`config.mk`:
```
export PLATFORM = sky130hd
export DESIGN_NAME = rgbaob_out
export DESIGN_NICKNAME = d
export VERILOG_FILES = /design/src/hdl/rgbaob_pkg.sv /design/src/hdl/rgbaob_out.sv
export SDC_FILE = /design/constraint.sdc
export NUM_CORES = 1
export LEC_CHECK = 0
export BUFFER_PORTS_ARGS = -buffer_cell sky130_fd_sc_hd__buf_2
export CAP_MARGIN = 20
export CELL_PAD_IN_SITES_DETAIL_PLACEMENT = 0
export CELL_PAD_IN_SITES_GLOBAL_PLACEMENT = 1
export CORE_MARGIN = 2
export CORE_UTILIZATION = 29
export CTS_BUF_LIST = sky130_fd_sc_hd__clkbuf_2 sky130_fd_sc_hd__clkbuf_4 sky130_fd_sc_hd__clkbuf_8
export DETAILED_ROUTE_END_ITERATION = 8
export PLACE_DENSITY = 0.87
export SETUP_SLACK_MARGIN = 0.4
export SLEW_MARGIN = 15
export SYNTH_ARGS = -nofsm -noshare
export SYNTH_HDL_FRONTEND = slang
export SYNTH_SLANG_ARGS = --single-unit
export TNS_END_PERCENT = 20
```
`constraint.sdc`:
```
create_clock -name clk -period 5 [get_ports clk]
set_input_delay 0.5 -clock clk [delete_from_list [all_inputs] [get_ports clk]]
set_output_delay 0.5 -clock clk [all_outputs]
set_load 0.01 [all_outputs]
```
`src/hdl/rgbaob_pkg.sv`:
```
// Shared types and constants for the RGBA "over" blender.
// No dependencies; imported by every module of the block.
`timescale 1ns / 1ps

package rgbaob_pkg;

    localparam int CHAN_W  = 8;     // width of one colour or alpha channel
    localparam int NUM_CH  = 3;     // red, green, blue
    localparam int QUOT_W  = 24;    // colour numerator and quotient width
    localparam int DIV_W   = 9;     // output alpha before saturation, up to 256
    localparam int ROUND_W = 17;    // width of the round-to-nearest sums

    localparam logic [CHAN_W-1:0]  CHAN_MAX   = 8'd255;
    localparam logic [DIV_W-1:0]   ALPHA_ONE  = 9'd256;
    localparam logic [ROUND_W-1:0] ROUND_HALF = 17'd128;

    // configuration register indexes
    localparam int CFG_INDEX_W = 1;
    localparam logic [CFG_INDEX_W-1:0] REG_BACK_OPACITY = 1'd0;
    localparam logic [CFG_INDEX_W-1:0] REG_FORE_OPACITY = 1'd1;

    // one colour lane of the divider: partial remainder, and the numerator
    // shifting out at the top while quotient bits shift in at the bottom
    typedef struct packed {
        logic [CHAN_W-1:0] rem;
        logic [QUOT_W-1:0] nq;
    } div_lane_t;

    // word handed from cell to cell along the divider chain
    typedef struct packed {
        div_lane_t [NUM_CH-1:0] lane;
        logic [DIV_W-1:0]       divisor;
        logic [CHAN_W-1:0]      alpha;
        logic                   last;
    } div_word_t;

endpackage

```
`src/hdl/rgbaob_out.sv`:
```
// Output stage: rounds and saturates the quotients, holds the result transaction.
// Uses rgbaob_pkg; fed by the last divider cell.
`timescale 1ns / 1ps

module rgbaob_out
    import rgbaob_pkg::*;
(
    input  logic              clk,
    input  logic              rst_n,
    input  logic              up_valid,
    output logic              up_ready,
    input  div_word_t         up_data,
    output logic              out_valid,
    input  logic              out_ready,
    output logic [CHAN_W-1:0] out_red,
    output logic [CHAN_W-1:0] out_green,
    output logic [CHAN_W-1:0] out_blue,
    output logic [CHAN_W-1:0] out_alpha,
    output logic              last_pixel_out
);

    logic                          out_valid_reg;
    logic [NUM_CH-1:0][CHAN_W-1:0] chan_reg;
    logic [CHAN_W-1:0]             alpha_reg;
    logic                          last_reg;

    logic [NUM_CH-1:0][CHAN_W-1:0]  chan_next;
    logic [NUM_CH-1:0][ROUND_W-1:0] rnd;

    assign up_ready = !out_valid_reg || out_ready;

    always_comb
    begin
        for (int c = 0; c < NUM_CH; c++)
        begin
            rnd[c] = ROUND_W'(up_data.lane[c].nq[15:0]) + ROUND_HALF;
            if ((up_data.lane[c].nq[QUOT_W-1:16] != '0) || rnd[c][16])
            begin
                chan_next[c] = CHAN_MAX;
            end
            else
            begin
                chan_next[c] = rnd[c][15:8];
            end
        end
    end

    always_ff @(posedge clk or negedge rst_n)
    begin
        if (!rst_n)
        begin
            out_valid_reg <= 1'b0;
        end
        else if (up_ready)
        begin
            out_valid_reg <= up_valid;
        end
    end

    always_ff @(posedge clk)
    begin
        if (up_ready && up_valid)
        begin
            chan_reg  <= chan_next;
            alpha_reg <= up_data.alpha;
            last_reg  <= up_data.last;
        end
    end

    assign out_valid      = out_valid_reg;
    assign out_red        = chan_reg[0];
    assign out_green      = chan_reg[1];
    assign out_blue       = chan_reg[2];
    assign out_alpha      = alpha_reg;
    assign last_pixel_out = last_reg;

endmodule
```
# Yosys cells after proc, flatten, opt, wreduce, memory -nomap -nowiden
# Cells that the tools add are included.
totals:
  elab_cells: 18
  inputBits: 118
  ff_bits: 34
  out_inout_bits: 35
classes:
  addsub: 3
  reduce_logical: 9
ops:
  columns: ["operator", "count"]
  rows:
  - ["$add A16 B8 Y17 const B", 3]
  - ["$reduce_bool A8 Y1", 3]
  - ["$logic_or A1 B1 Y1", 4]
  - ["$logic_and A1 B1 Y1", 1]
  - ["$logic_not A1 Y1", 1]

# Longest topological paths before layout
depth:
  word_depth: 3
  depth_mapped: 4
  mapped_depth_nobuf: 4

# Least setup slack after synthesis
# No wires, ideal clock.
synth_timing:
  path_type: "input port to flip-flop"
  from: "input out_ready"
  to: "register last_reg, in the netlist last_pixel_out, enable pin"
  n_path_buf: 0
  path_slack_ps: 3084
  t_required_ps: 4607
  arrival_ps: 1523
  setup_ps: 393
  stages: 2
  cell_sequence: "nand2b_1 > and2_1"
synth_via:
  elab_chain_cells: 2
synth_rtl:
  columns: ["element", "line_no", "source"]
  rows:
  - ["from (decl)", "rgbaob_out.sv:14", "input logic out_ready,"]
  - ["$logic_or A1 B1 Y1", "rgbaob_out.sv:30", "assign up_ready = !out_valid_reg || out_ready;"]
  - ["$logic_and A1 B1 Y1", "rgbaob_out.sv:62", "if (up_ready && up_valid)"]
  - ["to (signal assigned)", "rgbaob_out.sv:66", "last_reg <= up_data.last;"]
  - ["to (decl)", "rgbaob_out.sv:25", "logic last_reg;"]
# No other way between the ends.
# A chain may end at the register's enable or synchronous reset.

# Final worst setup path
layout_timing:
  from: "input up_data[103] (netlist bit)"
  to: "register chan_reg, in the netlist out_blue[5] (data pin)"
layout_via:
  elab_chain_cells: 2
layout_rtl:
  columns: ["element", "line_no", "source"]
  rows:
  - ["from (decl)", "rgbaob_out.sv:12", "input div_word_t up_data,"]
  - ["$reduce_bool A8 Y1", "rgbaob_out.sv:37", "if ((up_data.lane[c].nq[QUOT_W-1:16] != '0) || rnd[c][16])"]
  - ["$logic_or A1 B1 Y1", "rgbaob_out.sv:37", null]
  - ["to (signal assigned)", "rgbaob_out.sv:64", "chan_reg <= chan_next;"]
  - ["to (decl)", "rgbaob_out.sv:23", "logic [NUM_CH-1:0][CHAN_W-1:0] chan_reg;"]
# No other way between the ends.

==> summary.txt <==
Mean Syn Cell Area: 12.8 um2
Syn. warnings: 0
die width: 80.6 um
Seq/Total Area, Yosys: 59.7%
Reg2Reg Depth: 3
most frequent cell after synthesis: edfxtp_1
post-CTS resize count: 0
DRT iter0 DRCs: 35
clock insertion delay at the later pin of the skew report: 0.28 ns
area of the mapped netlist: 1700 um2
Pins Over Slew Limit: 0
top cell type's share of synthesized area: 58.2%
Arrival @ worst endpoint: 1.47 ns
DRC viols: 0
top post-synthesis cells by area: edfxtp_1 (58%), and4_1 (4.6%), nand3_1 (4.4%)
type of origin of the critical path: input pin
chip height: 80.6 um
Worst Setup EP: out_blue[5]$_SDFFCE_PP1P_
Crit. End Element: register
# rows: 27
die footprint: 6500 um2
Pwr Density: 284 nW/um2
diodes inserted: 0
number of vias per cell: 4.96
Worst R2R End: out_green[6]$_SDFFCE_PP1P_
number of global-route vias before repair: 1420
Avg WL per Cell: 11.9 um
via count: 1551
clk sink count: 34
peak supply drop: 158 uV
outcome: finished clean
max_slew headroom: 73.7%
Max-cap violations: 0
first-pass GRT wire length: 5950 um
Synth cell types: 22
Final Critical Period: 1.46 ns
ys flop type: edfxtp_1
setup violators final: 0
largest net degree at the start of global routing: 34
H-tree depth: 2
number of synthesized flops with an enable pin: 33
commonest cells in the netlist: edfxtp_1 (33), nand3_1 (15), o21ai_1 (12)
CP required: 5.01 ns
area grow syn2layout: 43.2%
RSZ-0062 raised after global routing: false
Hold Startpoint: up_data[0]
worst flop-to-flop path startpoint: out_valid$_DFFE_PN0P_
Tightest Hold Check Type: input pin to register
Post-Syn Instances: 133
fmax: 684 MHz
GP Congestion: 0.793
CP startpoint: up_data[103]
final worst path period share: 29.2%
CTS Buffer Depth: 2
Reg clk slew, reported paths: 0.07 ns
Leakage: 0.864 nW
crit-path max FO: 8
asr flop ratio synth: 2.94%
R2R Setup Slk: 3.69 ns
core area: 5570 um2
Slew @ Worst Pin: 0.395 ns
total track usage: 11.7%
Final TNS setup: 0 ns
TritonRoute pass-1 iters: 4
dpl cell area: 2290 um2
post-synth top area cell: edfxtp_1
DPL Wire Length: 3070 um
final hold vios: 0
TritonCTS Buffers: 5
fillcell total: 540
initial antenna violation count: 0
port bufs: 98
GRT overflow: 0
Routed Antenna Nets: 0
root buf cell: clkbuf_8
Worst Setup Path Type: input pin to register
clock skew: 0.00211 ns
io pins: 153
WL final: 3740 um
syn nets: 254
Final Cell Area: 2440 um2
Yosys reg bits: 34
starting density of the core: 30.5%
CTS tree: built
layout cells sized above 1: 48.1%
nets: 361
[worst min-delay path by stage]
stage	to	depth (start not counted)
6_report	last_pixel_out$_DFFE_PP_	1
5_1_grt	last_pixel_out$_DFFE_PP_	1
4_1_cts	last_pixel_out$_DFFE_PP_	1
3_5_place_dp	out_valid$_DFFE_PN0P_	1
3_3_place_gp	out_valid$_DFFE_PN0P_	1
2_1_floorplan	out_valid$_DFFE_PN0P_	0
[final cells by class]
cell class | instances | area, um2 | share of cell area, %
Clock inverter | 3 | 68.8 | 2.82
Timing Repair Buffer | 100 | 508 | 20.8
Multi-Input combinational cell | 99 | 687 | 28.2
Sequential cell | 34 | 1020 | 41.7
Tap cell | 72 | 90.1 | 3.69
Clock buffer | 5 | 68.8 | 2.82
[cell usage in the layout, fill, tap and decap left out, drive strengths merged]
cell / instances
dfrtp: 1
o21ai: 15
and2: 1
and3: 3
bufinv: 2
edfxtp: 33
a211oi: 3
nand3b: 3
or4: 6
and4: 9
buf: 99
nand2: 3
a41oi: 3
a31oi: 3
a21oi: 9
dlygate4sd3: 1
clkbuf: 5
ha: 3
nand2b: 2
clkinv: 1
nand3: 15
nor2: 3
or3: 3
nor4b: 3
nand4: 6
xnor2: 6
[critical path, cell delays in order]
cell,delay (ns)
buf_2,0.09
or4_4,0.53
nor2_4,0.21
nand4_1,0.13
[power by group]
| part | internal, mW | total, mW | switching, mW |
|---|---|---|---|
| logic | 0.0361 | 0.0768 | 0.0407 |
| clock network | 0.200 | 0.294 | 0.0945 |
| registers | 0.321 | 0.323 | 0.00167 |
| total | 0.557 | 0.694 | 0.137 |
[layer usage]
metal | GRT usage, % | part of all wire, % | up-vias
met2 | 21.3 | 49 | 69
met1 | 12.5 | 40 | 703
met4 | 5.93 | 1.7 | 0
li1 | - | - | 772
met3 | 2.70 | 9.5 | 7
met5 | 0 | 0 | -
[stage by stage]
stage	hold WS (ns)	setup slack [ns]	power, mW	std cells	util, %
after CTS	0.379	3.53	0.703	313	43.7
after detailed placement	0.281	3.24	0.405	304	41.1
after floorplan	0.204	3.08	0.359	133	-
after global placement	0.274	3.26	0.403	304	41.1
after global routing	0.375	3.52	0.725	313	43.7
final	0.395	3.54	0.694	313	43.7
[cells by family after synthesis]
group / synth area share, %
and+or+nand+nor: 24.0
DFF: 59.7
AOI/OAI and AO/OA: 11.0
xor gates and xnor gates: 3.09
adders and majority gates: 2.20
[what timing repair did]
item                                   CTS  global route
buffers inserted                         0             0
hold buffers                             1             0
endpoints found under the hold margin    1             0
Note: power is estimated with default switching activity, not from simulation.
