===== config.mk =====
export PLATFORM = sky130hd
export DESIGN_NAME = rgbaob_div_cell
export DESIGN_NICKNAME = d
export VERILOG_FILES = /design/src/hdl/rgbaob_pkg.sv /design/src/hdl/rgbaob_div_cell.sv
export SDC_FILE = /design/constraint.sdc
export NUM_CORES = 1
export LEC_CHECK = 0
export ABC_AREA = 1
export BUFFER_PORTS_ARGS = -buffer_cell sky130_fd_sc_hd__buf_4
export CORE_ASPECT_RATIO = 1.5
export CORE_MARGIN = 5
export CORE_UTILIZATION = 45
export CTS_CLUSTER_DIAMETER = 120
export DETAILED_ROUTE_END_ITERATION = 8
export GPL_ROUTABILITY_DRIVEN = 1
export PLACE_DENSITY = 0.8
export SKIP_LAST_GASP = 1
export SLEW_MARGIN = 20
export SYNTH_ARGS = -nofsm -noshare
export SYNTH_HDL_FRONTEND = slang
export SYNTH_SLANG_ARGS = --single-unit

===== constraint.sdc =====
create_clock -name clk -period 8.7 [get_ports clk]
set_input_delay 1.305 -clock clk [delete_from_list [all_inputs] [get_ports clk]]
set_output_delay 1.305 -clock clk [all_outputs]
set_load 0.05 [all_outputs]

===== src/hdl/rgbaob_pkg.sv =====
// Shared types and constants for the RGBA "over" blender.
// No dependencies; imported by every module of the block.
`timescale 1ns / 1ps

package rgbaob_pkg;

    localparam int CHAN_W  = 8;     // width of one colour or alpha channel
    localparam int NUM_CH  = 3;     // red, green, blue
    localparam int QUOT_W  = 24;    // colour numerator and quotient width
    localparam int DIV_W   = 9;     // output alpha before saturation, up to 256
    localparam int ROUND_W = 17;    // width of the round-to-nearest sums

    localparam logic [CHAN_W-1:0]  CHAN_MAX   = 8'd255;
    localparam logic [DIV_W-1:0]   ALPHA_ONE  = 9'd256;
    localparam logic [ROUND_W-1:0] ROUND_HALF = 17'd128;

    // configuration register indexes
    localparam int CFG_INDEX_W = 1;
    localparam logic [CFG_INDEX_W-1:0] REG_BACK_OPACITY = 1'd0;
    localparam logic [CFG_INDEX_W-1:0] REG_FORE_OPACITY = 1'd1;

    // one colour lane of the divider: partial remainder, and the numerator
    // shifting out at the top while quotient bits shift in at the bottom
    typedef struct packed {
        logic [CHAN_W-1:0] rem;
        logic [QUOT_W-1:0] nq;
    } div_lane_t;

    // word handed from cell to cell along the divider chain
    typedef struct packed {
        div_lane_t [NUM_CH-1:0] lane;
        logic [DIV_W-1:0]       divisor;
        logic [CHAN_W-1:0]      alpha;
        logic                   last;
    } div_word_t;

endpackage


===== src/hdl/rgbaob_div_cell.sv =====
// One cell of the restoring divider chain: one quotient bit for all three lanes.
// Uses rgbaob_pkg; instantiated QUOT_W times in a row by the top level.
`timescale 1ns / 1ps

module rgbaob_div_cell
    import rgbaob_pkg::*;
(
    input  logic      clk,
    input  logic      rst_n,
    input  logic      up_valid,
    output logic      up_ready,
    input  div_word_t up_data,
    output logic      dn_valid,
    input  logic      dn_ready,
    output div_word_t dn_data
);

    logic      valid_reg;
    div_word_t data_reg;
    div_word_t data_next;

    logic [NUM_CH-1:0][DIV_W-1:0] trial;
    logic [NUM_CH-1:0][DIV_W-1:0] diff;
    logic [NUM_CH-1:0]            ge;

    assign up_ready = !valid_reg || dn_ready;

    always_comb
    begin
        data_next = up_data;
        for (int c = 0; c < NUM_CH; c++)
        begin
            trial[c] = {up_data.lane[c].rem, up_data.lane[c].nq[QUOT_W-1]};
            ge[c]    = (trial[c] >= up_data.divisor);
            diff[c]  = trial[c] - up_data.divisor;
            // remainder stays below the divisor, so it fits in eight bits
            data_next.lane[c].rem = ge[c] ? diff[c][CHAN_W-1:0] : trial[c][CHAN_W-1:0];
            data_next.lane[c].nq  = {up_data.lane[c].nq[QUOT_W-2:0], ge[c]};
        end
    end

    always_ff @(posedge clk or negedge rst_n)
    begin
        if (!rst_n)
        begin
            valid_reg <= 1'b0;
        end
        else if (up_ready)
        begin
            valid_reg <= up_valid;
        end
    end

    always_ff @(posedge clk)
    begin
        if (up_ready && up_valid)
        begin
            data_reg <= data_next;
        end
    end

    assign dn_valid = valid_reg;
    assign dn_data  = data_reg;

endmodule


# Word-level counts from Yosys, hierarchy flattened
# Cells that the tools add are included.
# classes
addsub	3
magnitude_cmp	3
n_mux	3
n_reduce_logical	3
# op_table
operator	count
$ge A9 B9 Y1	3
$mux W8	3
$sub A8 B8 Y8	3
$logic_and A1 B1 Y1	1
$logic_not A1 Y1	1
$logic_or A1 B1 Y1	1
# word_totals
regBits	115
input_bits	118
output_inout_bits	116
elab_cells	22

# Depth between registers and ports, before layout
# logic_depth
ltp_word	3
ltp_mapped	12
mapped_depth_nobuf	12

# Worst setup path after synthesis
# Ideal clock, no wire load.
# synth_path
kind	input to register
start	input up_valid
end	register data_reg (netlist bit dn_data[0]) (enable)
setup_ps	624
arrival_time_ps	6841
required_time_ps	8076
slack_ps	1235
stages	2
path_buffers	0
path_cell_list	inv_1 > a21oi_1
# synth_via
elab_chain_len	1
# synth_rtl
element	line	source
start: declaration	rgbaob_div_cell.sv:10	input logic up_valid,
$logic_and A1 B1 Y1	rgbaob_div_cell.sv:56	if (up_ready && up_valid)
end signal: assignment	rgbaob_div_cell.sv:58	data_reg <= data_next;
end: declaration	rgbaob_div_cell.sv:19	div_word_t data_reg;
# No other way between the ends.
# A chain may end at the register's enable or synchronous reset.

# Worst setup path in the final report
# layout_path
start	input dn_ready
end	output up_ready
# layout_via
elab_chain_len	1
# layout_rtl
element	line	source
start: declaration	rgbaob_div_cell.sv:14	input logic dn_ready,
$logic_or A1 B1 Y1	rgbaob_div_cell.sv:26	assign up_ready = !valid_reg || dn_ready;
end: declaration	rgbaob_div_cell.sv:11	output logic up_ready,
# No other way between the ends.

==> impl_results.md <==
* Number of core rows at 49
* Path type of the worst min-delay path: reg2reg
* Internal power of the cells at 0.00119 W
* CTS H-tree depth at 4
* Vias per cell at 4.79
* Clock root buffer: clkbuf_16
* Fraction of final layout cells sized beyond drive strength 1 at 0.409
* Post-synth net total at 612
* Layout Cell Area excl Fill at 7890 sq um
* Number of input and output port buffers inserted at 233
* Clock-pin slew on the worst setup and hold paths at 0.05 ns
* Gr ovfl total at 0
* Result of the run: finished, final reports clean
* Cell-by-cell listing of the critical path: buf_4 > inv_1 > nand2_1 > buf_4
* HPWL after detailed placement at 11,600 um
* Most Frequent Cell on Critical Path: buf_4
* Post-synthesis instance area at 5370 sq um
* Clock skew after layout at 0.00669 ns
* Clock buffer count from CTS at 17
* Clock tree from TritonCTS: built
* VDD IR-drop max at 0.0999 mV
* Floorplan die height at 144 um
* Length of routed met3 wiring at 863 um
* Post-detailed-route DRC marker count at 0
* Endpoint type of the worst setup path: primary output
* Worst setup slack after placement at 5.47 ns
* Sequential area share after synthesis at 0.642
* Tightest slew margin relative to the limit at 0.432
* Wirelength, routed at 14,400 um
* Number of setup violations in the final report at 0
* Total number of vias at 4,232
* Placeable Area at 11,800 sq um
* Power per unit of standard cell area at 212 nW/um^2
* Final weighted congestion in routability-driven placement at 0.869
* Clock share of power at 0.376
* Resized Gates After CTS at 0
* Startpoint kind of the worst setup timing path: input pin
* Sw Share at 0.289
* Average wire per standard cell at 16.3 um
* Number of I/O pins at 234
* Number of filler instances in the final layout at 869
* Number of cells on the worst reg-to-reg path at 3
* Setup repair after global routing missed its margin: false
* Worst path arrival time at 1.79 ns
* DIE AREA at 14,300 sq um
* GRT Overall Usage at 0.199
* Max Slew Vio Count at 0
* Switching power of the nets at 0.000483 W
* Sequential share of power at 0.400
* Biggest cell delay along the critical path at 0.20 ns
* Remaining antenna violation count at 0
* Clock network latency to the later pin of the worst-skew pair at 0.40 ns
* Data required, critical path at 7.39 ns
* Mean post-synth cell area at 11.6 sq um
* Longest Clk Path Bufs at 2
* Post-CTS Setup Inserts at 0
* Hold-fix buffers at CTS at 0
* Cell count after synthesis at 464
* Utilization of the core after routing at 0.667
* Category of the most critical setup path: in2out
* Sinks on Clock Net at 115
* Worst-margin pin slew at 0.853 ns
* Worst hold path cell count at 2
* Initial standard-cell utilization of the core at 0.454
* First-pass GRT wire length at 21,600 um
* Total met2 wirelength after detailed routing at 8190 um
* First drt pass iteration count at 4
* Chip width at 99.2 um
* Pin count of the biggest net entering global routing at 74
* Post-layout net count at 866
* Critical path fanouts, max at 2
* Cell Area, Placed at 7340 sq um
* Leakage component of the power at 3.77 nW
* Maximum clock frequency at 323 MHz
* Final Hold Violating Endpoints at 0
* Via count of the first global-routing pass at 4,205
* Instance count after placement with tap cells included at 852
* FF+latch count, synth at 115
* Critical-path cell with the highest stage delay: buf_4
* Total inserted antenna cells at 0
* Combinational Power Share at 0.224
* Count of max-cap constraint violations at 0
* Wire length on met1 at 5070 um
* Final WS setup at 5.61 ns
* Top Metal Used: met4
* Final-layout setup total negative slack at 0 ns
* Layout-stage area growth over the synthesis result at 46.9%
* DRC violation total after the first TritonRoute iteration at 178
* Post-Layout Cell Count at 884
* Post-route fraction of the period consumed by the critical path at 0.356
* Number of antenna violations at the first check in global routing at 0
* Warnings, synthesis at 0
* Shortest period the worst path allows at 3.09 ns
* Library cells used by synthesis at 24
## final cells by class
| class | instances | area [sq um] | area share |
|---|---|---|---|
| clock buffers | 22 | 464 | 0.0588 |
| clock inverters | 10 | 87.6 | 0.0111 |
| inverters | 69 | 259 | 0.0328 |
| multi-input cells | 280 | 1670 | 0.212 |
| repair buffers | 235 | 1760 | 0.224 |
| well taps | 153 | 191 | 0.0243 |
| flip-flops and latches | 115 | 3450 | 0.437 |
## synthesized netlist by cell type
| cell | number | share of area |
|---|---|---|
| nand2_2 | 11 | 0.013 |
| nor2_1 | 12 | 0.0084 |
| nor2_4 | 6 | 0.013 |
| inv_2 | 2 | 0.0014 |
| a21oi_2 | 2 | 0.0033 |
| nor2_2 | 3 | 0.0035 |
| a21oi_1 | 10 | 0.0093 |
| or2_4 | 1 | 0.0016 |
| nand2_4 | 2 | 0.0042 |
| xor2_1 | 5 | 0.0082 |
| nand4_4 | 2 | 0.0079 |
| inv_1 | 67 | 0.047 |
| nand3b_1 | 1 | 0.0014 |
| nand3b_4 | 1 | 0.0037 |
| dfrtp_1 | 1 | 0.0047 |
| xnor2_1 | 4 | 0.0065 |
| nand2_1 | 136 | 0.095 |
| nand4_1 | 5 | 0.0058 |
| nand2_8 | 1 | 0.0037 |
| nand3_1 | 45 | 0.042 |
| ha_1 | 27 | 0.063 |
| nand3_2 | 3 | 0.0056 |
| edfxtp_1 | 114 | 0.64 |
| fa_1 | 3 | 0.011 |
## state kept, by name, summed over array words and instances (netlist names)
signal	count
dn_valid	1
dn_data	114
## final timing paths
check | start | to | slack, ns
worst min-delay path | dn_valid$_DFFE_PN0N_ | dn_valid$_DFFE_PN0N_ | 0.61
worst min register to register | dn_valid$_DFFE_PN0N_ | dn_valid$_DFFE_PN0N_ | 0.61
worst max-delay path | dn_ready | up_ready | 5.61
max in group asynchronous | rst_n | dn_valid$_DFFE_PN0N_ | 7.95
worst max register to register | dn_valid$_DFFE_PN0N_ | dn_data[7]$_DFFE_PP_ | 6.47
min in group asynchronous | rst_n | dn_valid$_DFFE_PN0N_ | 0.67
## placed cells by master (no fill, tap or decap)
master / Yosys / final
buf_4: 0 / 235
nand2_1: 136 / 136
edfxtp_1: 114 / 114
inv_1: 67 / 67
nand3_1: 45 / 45
ha_1: 27 / 27
clkbuf_16: 0 / 17
nor2_1: 12 / 12
nand2_2: 11 / 11
a21oi_1: 10 / 9
nor2_4: 6 / 6
nand4_1: 5 / 5
xor2_1: 5 / 5
clkinv_2: 0 / 5
xnor2_1: 4 / 4
nor2_2: 3 / 3
nand3_2: 3 / 3
fa_1: 3 / 3
clkbuf_1: 0 / 3
inv_2: 2 / 2
a21oi_2: 2 / 2
nand4_4: 2 / 2
nand2_4: 2 / 2
clkbuf_8: 0 / 2
clkinvlp_4: 0 / 2
clkinv_4: 0 / 2
nand3b_1: 1 / 1
or2_4: 1 / 1
nand3b_4: 1 / 1
nand2_8: 1 / 1
a21oi_4: 0 / 1
bufinv_16: 0 / 1
dfrtp_1: 1 / 1
## power by group through the flow
stage	Sequential [W]	Clock, W	Combinational (W)
after global routing	0.000672	0.000663	0.000403
after CTS	0.000670	0.000638	0.000378
after global placement	0.000679	0	0.000370
final	0.000669	0.000628	0.000375
after detailed placement	0.000680	0	0.000377
after floorplan	0.000806	0	0.000123
## through the flow
step	hold WS (ns)	power, W
after detailed placement	0.600	0.00106
final	0.611	0.00167
after global placement	0.569	0.00105
after global routing	0.641	0.00174
after CTS	0.612	0.00169
after floorplan	1.01	0.000929
## logic make-up after synthesis
family	count (synthesis)	share of synthesized area
adders and majority gates	30	0.0741
buffers and inverters	69	0.0482
xor gates and xnor gates	9	0.0147
AOI/OAI and AO/OA	12	0.0126
DFF	115	0.642
and+or+nand+nor	229	0.208
## critical path: cells and delay by family
kind	cells	cell delay (ns)
buffers and inverters	3	0.40
AND/OR/NAND/NOR	1	0.08
## routing by layer
metal / GRT usage / vias to the layer above
met5: 0 / -
met4: 0.0676 / 0
met3: 0.0486 / 20
met2: 0.386 / 165
met1: 0.206 / 1980
li1: - / 2067
(Power assumes the default switching activity.)
