<file path="config.mk">
export PLATFORM = sky130hd
export DESIGN_NAME = rgbaob_front
export DESIGN_NICKNAME = d
export VERILOG_FILES = /design/src/hdl/rgbaob_pkg.sv /design/src/hdl/rgbaob_front.sv
export SDC_FILE = /design/constraint.sdc
export NUM_CORES = 2
export LEC_CHECK = 0
export ABC_AREA = 0
export BUFFER_PORTS_ARGS = -buffer_cell sky130_fd_sc_hd__buf_2
export CAP_MARGIN = 40
export CORE_MARGIN = 3
export CORE_UTILIZATION = 55
export DETAILED_ROUTE_END_ITERATION = 12
export PLACE_DENSITY = 0.76
export SKIP_CTS_REPAIR_TIMING = 1
export SLEW_MARGIN = 20
export SYNTH_ARGS = -nofsm -noshare
export SYNTH_HDL_FRONTEND = slang
export SYNTH_SLANG_ARGS = --single-unit
</file>
<file path="constraint.sdc">
create_clock -name clk -period 6.2 [get_ports clk]
set_clock_uncertainty 0.15 [all_clocks]
set_input_delay 0.93 -clock clk [delete_from_list [all_inputs] [get_ports clk]]
set_output_delay 0.93 -clock clk [all_outputs]
set_load 0.005 [all_outputs]
</file>
<file path="src/hdl/rgbaob_pkg.sv">
// Shared types and constants for the RGBA "over" blender.
// No dependencies; imported by every module of the block.
`timescale 1ns / 1ps

package rgbaob_pkg;

    localparam int CHAN_W  = 8;     // width of one colour or alpha channel
    localparam int NUM_CH  = 3;     // red, green, blue
    localparam int QUOT_W  = 24;    // colour numerator and quotient width
    localparam int DIV_W   = 9;     // output alpha before saturation, up to 256
    localparam int ROUND_W = 17;    // width of the round-to-nearest sums

    localparam logic [CHAN_W-1:0]  CHAN_MAX   = 8'd255;
    localparam logic [DIV_W-1:0]   ALPHA_ONE  = 9'd256;
    localparam logic [ROUND_W-1:0] ROUND_HALF = 17'd128;

    // configuration register indexes
    localparam int CFG_INDEX_W = 1;
    localparam logic [CFG_INDEX_W-1:0] REG_BACK_OPACITY = 1'd0;
    localparam logic [CFG_INDEX_W-1:0] REG_FORE_OPACITY = 1'd1;

    // one colour lane of the divider: partial remainder, and the numerator
    // shifting out at the top while quotient bits shift in at the bottom
    typedef struct packed {
        logic [CHAN_W-1:0] rem;
        logic [QUOT_W-1:0] nq;
    } div_lane_t;

    // word handed from cell to cell along the divider chain
    typedef struct packed {
        div_lane_t [NUM_CH-1:0] lane;
        logic [DIV_W-1:0]       divisor;
        logic [CHAN_W-1:0]      alpha;
        logic                   last;
    } div_word_t;

endpackage

</file>
<file path="src/hdl/rgbaob_front.sv">
// Front end of the blender: opacity scaling, output alpha and colour numerators.
// Three pipeline stages; uses rgbaob_pkg. Feeds the divider cell chain.
`timescale 1ns / 1ps

module rgbaob_front
    import rgbaob_pkg::*;
(
    input  logic              clk,
    input  logic              rst_n,
    input  logic [CHAN_W-1:0] back_opacity,
    input  logic [CHAN_W-1:0] fore_opacity,
    input  logic              in_valid,
    output logic              in_ready,
    input  logic [CHAN_W-1:0] back_red,
    input  logic [CHAN_W-1:0] back_green,
    input  logic [CHAN_W-1:0] back_blue,
    input  logic [CHAN_W-1:0] back_alpha,
    input  logic [CHAN_W-1:0] fore_red,
    input  logic [CHAN_W-1:0] fore_green,
    input  logic [CHAN_W-1:0] fore_blue,
    input  logic [CHAN_W-1:0] fore_alpha,
    input  logic              last_pixel_in,
    output logic              dn_valid,
    input  logic              dn_ready,
    output div_word_t         dn_data
);

    // stage 1: effective alphas
    logic                           s1_valid_reg;
    logic [CHAN_W-1:0]              s1_ab_reg, s1_af_reg;
    logic [NUM_CH-1:0][CHAN_W-1:0]  s1_cb_reg, s1_cf_reg;
    logic                           s1_last_reg;
    logic [CHAN_W-1:0]              s1_ab_next, s1_af_next;

    // stage 2: weights and output alpha
    logic                           s2_valid_reg;
    logic [2*CHAN_W-1:0]            s2_wb_reg;
    logic [NUM_CH-1:0][2*CHAN_W-1:0] s2_pf_reg;
    logic [NUM_CH-1:0][CHAN_W-1:0]  s2_cb_reg;
    logic [DIV_W-1:0]               s2_ao_reg;
    logic                           s2_last_reg;
    logic [2*CHAN_W-1:0]            s2_wb_next;
    logic [NUM_CH-1:0][2*CHAN_W-1:0] s2_pf_next;
    logic [DIV_W-1:0]               s2_ao_next;

    // stage 3: numerators and divisor
    logic                           s3_valid_reg;
    div_word_t                      s3_data_reg;
    div_word_t                      s3_data_next;

    logic s1_ready, s2_ready, s3_ready;

    logic [DIV_W-1:0]   op_back, op_fore, inv_af;
    logic [ROUND_W-1:0] ab_sum, af_sum, ao_sum;

    assign s3_ready = !s3_valid_reg || dn_ready;
    assign s2_ready = !s2_valid_reg || s3_ready;
    assign s1_ready = !s1_valid_reg || s2_ready;
    assign in_ready = s1_ready;

    // register value 255 stands for full opacity
    always_comb
    begin
        op_back    = (back_opacity == CHAN_MAX) ? ALPHA_ONE : {1'b0, back_opacity};
        op_fore    = (fore_opacity == CHAN_MAX) ? ALPHA_ONE : {1'b0, fore_opacity};
        ab_sum     = ROUND_W'(back_alpha * op_back) + ROUND_HALF;
        af_sum     = ROUND_W'(fore_alpha * op_fore) + ROUND_HALF;
        s1_ab_next = ab_sum[15:8];
        s1_af_next = af_sum[15:8];
    end

    always_comb
    begin
        inv_af     = ALPHA_ONE - {1'b0, s1_af_reg};
        s2_wb_next = (2*CHAN_W)'(s1_ab_reg * inv_af);
        ao_sum     = ROUND_W'({s1_af_reg, 8'd0}) + ROUND_W'(s2_wb_next) + ROUND_HALF;
        s2_ao_next = ao_sum[16:8];
        for (int c = 0; c < NUM_CH; c++)
        begin
            s2_pf_next[c] = s1_af_reg * s1_cf_reg[c];
        end
    end

    always_comb
    begin
        s3_data_next = '0;
        for (int c = 0; c < NUM_CH; c++)
        begin
            s3_data_next.lane[c].rem = '0;
            s3_data_next.lane[c].nq  = {s2_pf_reg[c], 8'd0}
                                     + QUOT_W'(s2_wb_reg * s2_cb_reg[c]);
        end
        // fully transparent result divides by one
        s3_data_next.divisor = (s2_ao_reg == '0) ? DIV_W'(1) : s2_ao_reg;
        s3_data_next.alpha   = s2_ao_reg[8] ? CHAN_MAX : s2_ao_reg[7:0];
        s3_data_next.last    = s2_last_reg;
    end

    always_ff @(posedge clk or negedge rst_n)
    begin
        if (!rst_n)
        begin
            s1_valid_reg <= 1'b0;
            s2_valid_reg <= 1'b0;
            s3_valid_reg <= 1'b0;
        end
        else
        begin
            if (s1_ready)
            begin
                s1_valid_reg <= in_valid;
            end
            if (s2_ready)
            begin
                s2_valid_reg <= s1_valid_reg;
            end
            if (s3_ready)
            begin
                s3_valid_reg <= s2_valid_reg;
            end
        end
    end

    always_ff @(posedge clk)
    begin
        if (s1_ready && in_valid)
        begin
            s1_ab_reg   <= s1_ab_next;
            s1_af_reg   <= s1_af_next;
            s1_cb_reg   <= {back_blue, back_green, back_red};
            s1_cf_reg   <= {fore_blue, fore_green, fore_red};
            s1_last_reg <= last_pixel_in;
        end
        if (s2_ready && s1_valid_reg)
        begin
            s2_wb_reg   <= s2_wb_next;
            s2_pf_reg   <= s2_pf_next;
            s2_cb_reg   <= s1_cb_reg;
            s2_ao_reg   <= s2_ao_next;
            s2_last_reg <= s1_last_reg;
        end
        if (s3_ready && s2_valid_reg)
        begin
            s3_data_reg <= s3_data_next;
        end
    end

    assign dn_valid = s3_valid_reg;
    assign dn_data  = s3_data_reg;

endmodule

</file>
Word-level counts from Yosys, hierarchy flattened
Cells that the tools add are included.

storage, ports and cells
  register bits = 256
  input bits = 85

cells by class
  $add $sub $neg = 8
  $mul = 9
  equality and inequality tests = 2
  muxes and demuxes = 2
  reductions and logical operators = 10

operator list
  kind                     count
  $add A24 B24 Y24         3
  $mul A16 B8 Y24          3
  $mul A8 B8 Y16           3
  $mul A8 B9 Y16           3
  $add A16 B8 Y16 const B  2
  $mux W9                  2
  $add A16 B16 Y17         1
  $add A17 B8 Y17 const B  1
  $eq A8 B8 Y1 const B     2
  $logic_not A9 Y1         1
  $sub A9 B8 Y9 const A    1
  $logic_and A1 B1 Y1      3
  $logic_not A1 Y1         3
  $logic_or A1 B1 Y1       3

Depth between registers and ports, before layout
  depth in word-level cells = 5
  depth in mapped cells = 26
  depth with buffers taken out = 26

Worst setup path after synthesis
OpenSTA, ideal clock, no wires.

  path type = input to register
  start = input fore_opacity[4]
  end = register s1_af_reg[7], data pin
  setup time = 0.260 ns
  data arrival time = 5.708 ns
  data required time = 5.790 ns
  slack = 0.082 ns
  stages on the path = 22
  path buffers = 3
  path through = clkbuf_1 -> nand4_1 -> or2_1 -> clkbuf_1 -> and2_1 -> clkbuf_1 -> nand2_1 -> fa_1 -> fa_1 -> inv_1 -> fa_1 -> inv_1 -> fa_1 -> inv_1 -> ha_1 -> a21o_1 -> a21o_1 -> a41oi_1 -> a21oi_1 -> a211o_1 -> a21oi_1 -> xnor2_1

between the ends
  cells in the longest elaborated chain, start to end = 4

RTL lines
  item                  RTL line             source
  from (decl)           rgbaob_front.sv:11   input logic [CHAN_W-1:0] fore_opacity,
  $eq A8 B8 Y1          rgbaob_front.sv:65   op_fore = (fore_opacity == CHAN_MAX) ? ALPHA_ONE : {1'b0, fore_opacity};
  $mux W9 *             rgbaob_front.sv:65
  $mul A8 B9 Y16 *      rgbaob_front.sv:67   af_sum = ROUND_W'(fore_alpha * op_fore) + ROUND_HALF;
  $add A16 B8 Y16 *     rgbaob_front.sv:67
  named net af_sum[15]  rgbaob_front.sv:54   logic [ROUND_W-1:0] ab_sum, af_sum, ao_sum;
  to (signal assigned)  rgbaob_front.sv:129  s1_af_reg <= s1_af_next;
  to (decl)             rgbaob_front.sv:30   logic [CHAN_W-1:0] s1_ab_reg, s1_af_reg;

The timed path passes the listed nets; every way through them passes the cells marked *.
A chain may end at the register's enable or synchronous reset.

Worst setup path in the final report
  start = register s1_af_reg[2]
  end = register s2_ao_reg[7], data pin

between the ends
  cells in the longest elaborated chain, start to end = 4

RTL lines
  item                     RTL line             source
  $sub A9 B8 Y9            rgbaob_front.sv:74   inv_af = ALPHA_ONE - {1'b0, s1_af_reg};
  $mul A8 B9 Y16           rgbaob_front.sv:75   s2_wb_next = (2*CHAN_W)'(s1_ab_reg * inv_af);
  named net s2_wb_next[9]  rgbaob_front.sv:42   logic [2*CHAN_W-1:0] s2_wb_next;
  $add A16 B16 Y17         rgbaob_front.sv:76   ao_sum = ROUND_W'({s1_af_reg, 8'd0}) + ROUND_W'(s2_wb_next) + ROUND_HALF;
  $add A17 B8 Y17          rgbaob_front.sv:76
  named net ao_sum[15]     rgbaob_front.sv:54
  to (signal assigned)     rgbaob_front.sv:139  s2_ao_reg <= s2_ao_next;
  to (decl)                rgbaob_front.sv:40   logic [DIV_W-1:0] s2_ao_reg;

The timed path passes the listed nets, and every way through them passes these cells.

==> metrics.txt <==
Initial Util 56.2%; Max-Cap Viols 0; Synth top area share 30.8%; post-synthesis register bit count 256; number of synthesized flops with an enable pin 253; Yosys cell types 76; setup TNS 0 ns; gp weighted congestion 0.880; Final min period 6.08 ns; total number of yosys warnings 0; worst path required time 6.37 ns; most common library cells after synthesis 678 x inv_1, 527 x fa_1, 377 x and2_1; Util after Layout 61.2%; register area 0.00767 sq mm; die area 0.0652 sq mm; Layout Nets 4509; critical path type register to register; post-route antenna net violation count 0; layout cells sized above 1 9.48%; drt total wl 70.3 mm; Cell Count Post-Placement 4318; Reg2Reg Depth 24; wire length per cell 16.0 microns; CP max FO 5; Initial DRC Count 1238; Worst setup startpoint s1_af_reg[2]; vias per cell 5.25; part of the cycle the worst path needs 98.1%; first-pass GRT wire length 120 mm; element type at the critical path start register; initial antenna violation count 7; Area growth, synth to finish 8.92%; CTS buffer count 30; Non-Filler Instances 4385; vias in the first global route 24.2k; Clock Sinks 256; Clock Tree Buf Depth 3; Synth async-reset ratio 1.17%; CTS clk-pin slew, worst paths 0.06 ns; height of the die 255 microns; die width 255 microns; DRC viols 0; register-to-register path setup slack 0.12 ns; Root Buffer clkbuf_16; crit path to s2_ao_reg[7]; status finished, final reports clean; max frequency 164 MHz; Mapped Area 0.0342 sq mm; Layout fillers 5015; Worst-Skew Late Latency 0.57 ns; Max-slew headroom 46.0%; # IOs 201; Final HPWL DP 55.9 mm; syn avg cell area 10.1 sq um; Hold Slack 0.262 ns; FP Rows 90; Slew Limit Fails 0; synth top area cells fa_1 31%, edfxtp_1 22%, ha_1 13%; most numerous cell in the Yosys netlist inv_1; Vias 23.0k; Worst R2R Start s1_af_reg[2]; largest net degree at the start of global routing 55; Yosys top cell by area fa_1; Synth Instances 3374; CTS tree yes; Pre-antenna DRT Iters 5; Setup crit end kind register; GR Overflow Total 0; Worst Max-Slew Pin Slew 0.811 ns; hold crit path type register to register; Post-synth top flop edfxtp_1; CP Data Arrival Time 6.25 ns; IO Port Bufs 176; Reg-to-Reg End s2_ao_reg[7]; area of the multi-input gates 0.0236 sq mm; gr usage total 22.4%; sequential fraction of the synthesis area 22.4%; core region area 0.0609 sq mm; final hold vios 0; H-tree levels 1; # setup viols final 0; max FFs per register 90
==> cell type report <==
type / instances / share of cell area [%]
Antenna cell: 2 / 0.0134
Multi-Input combinational cell: 2330 / 63.3
Inverter: 678 / 6.83
Timing Repair Buffer: 236 / 3.79
Clock inverter: 21 / 0.561
Sequential cell: 256 / 20.6
Tap cell: 828 / 2.78
Clock buffer: 34 / 2.11
==> layout by cell type (no fill, tap or decap), drive strengths merged, types with 82 or more instances in the layout <==
cell type  Yosys  layout
ha           365     365
a21oi         82      82
nand2        344     344
buf           29     235
fa           527     527
edfxtp       253     253
and2         378     378
xnor2        113     113
and3          83      83
inv          678     681
==> stage by stage <==
stage,worst slack [ns],instance area (sq um)
2_1_floorplan,0.0823,34300
3_3_place_gp,0.147,36000
3_5_place_dp,0.0449,36100
4_1_cts,0.0783,37100
5_1_grt,-0.205,37300
6_report,0.119,37300
==> logic make-up after synthesis <==
kind of cell               count (synthesis)  synth area share, %
and+or+nand+nor                         1024                 15.6
adders and majority gates                892                 44.2
buffers and inverters                    811                 9.16
DFF                                      256                 22.4
AOI/OAI and AO/OA                        247                 4.91
xor gates and xnor gates                 139                 3.56
muxes                                      4                0.124
other                                      1               0.0110
==> metal layers <==
layer | GRT usage [%] | wire, microns | vias up
met2 | 38.0 | 33800 | 568
li1 | - | - | 10900
met5 | 0 | 64 | -
met1 | 30.2 | 30500 | 11500
met3 | 3.23 | 3940 | 105
met4 | 6.02 | 1900 | 10
==> how the worst min path moves through the flow <==
| stage | cells past startpoint | slack, ns | endpoint | start |
|---|---|---|---|---|
| after floorplan | 0 | 0.25 | dn_data[0] | s2_last_reg |
| after global placement | 0 | 0.25 | s2_cb_reg[18] | s1_cb_reg[18] |
| after detailed placement | 0 | 0.26 | s2_cb_reg[22] | s1_cb_reg[22] |
| after CTS | 1 | -0.06 | s2_valid_reg | rst_n |
| after global routing | 0 | 0.27 | s2_cb_reg[22] | s1_cb_reg[22] |
| final | 0 | 0.26 | s2_cb_reg[2] | s1_cb_reg[2] |
==> critical path, cell delays in order, from the launching register on <==
cell and delay [ns]:
edfxtp_1 0.41, buf_4 0.20, nor3_4 0.22, xnor2_2 0.13, and2_1 0.19, fa_1 0.44, fa_1 0.49, inv_1 0.05
fa_1 0.48, fa_1 0.49, inv_1 0.04, ha_1 0.35, o21a_1 0.16, o21ai_2 0.13, nand2b_1 0.07, a21oi_1 0.17
xnor2_1 0.18, ha_1 0.31, nor2b_1 0.15, o21ai_0 0.24, nand2b_1 0.14, a21o_1 0.21, a21oi_2 0.17, o21ai_0 0.13
xor2_1 0.15
Power is not shown: default switching activity piles up to over one toggle a cycle in this logic, so the estimate is an artifact.
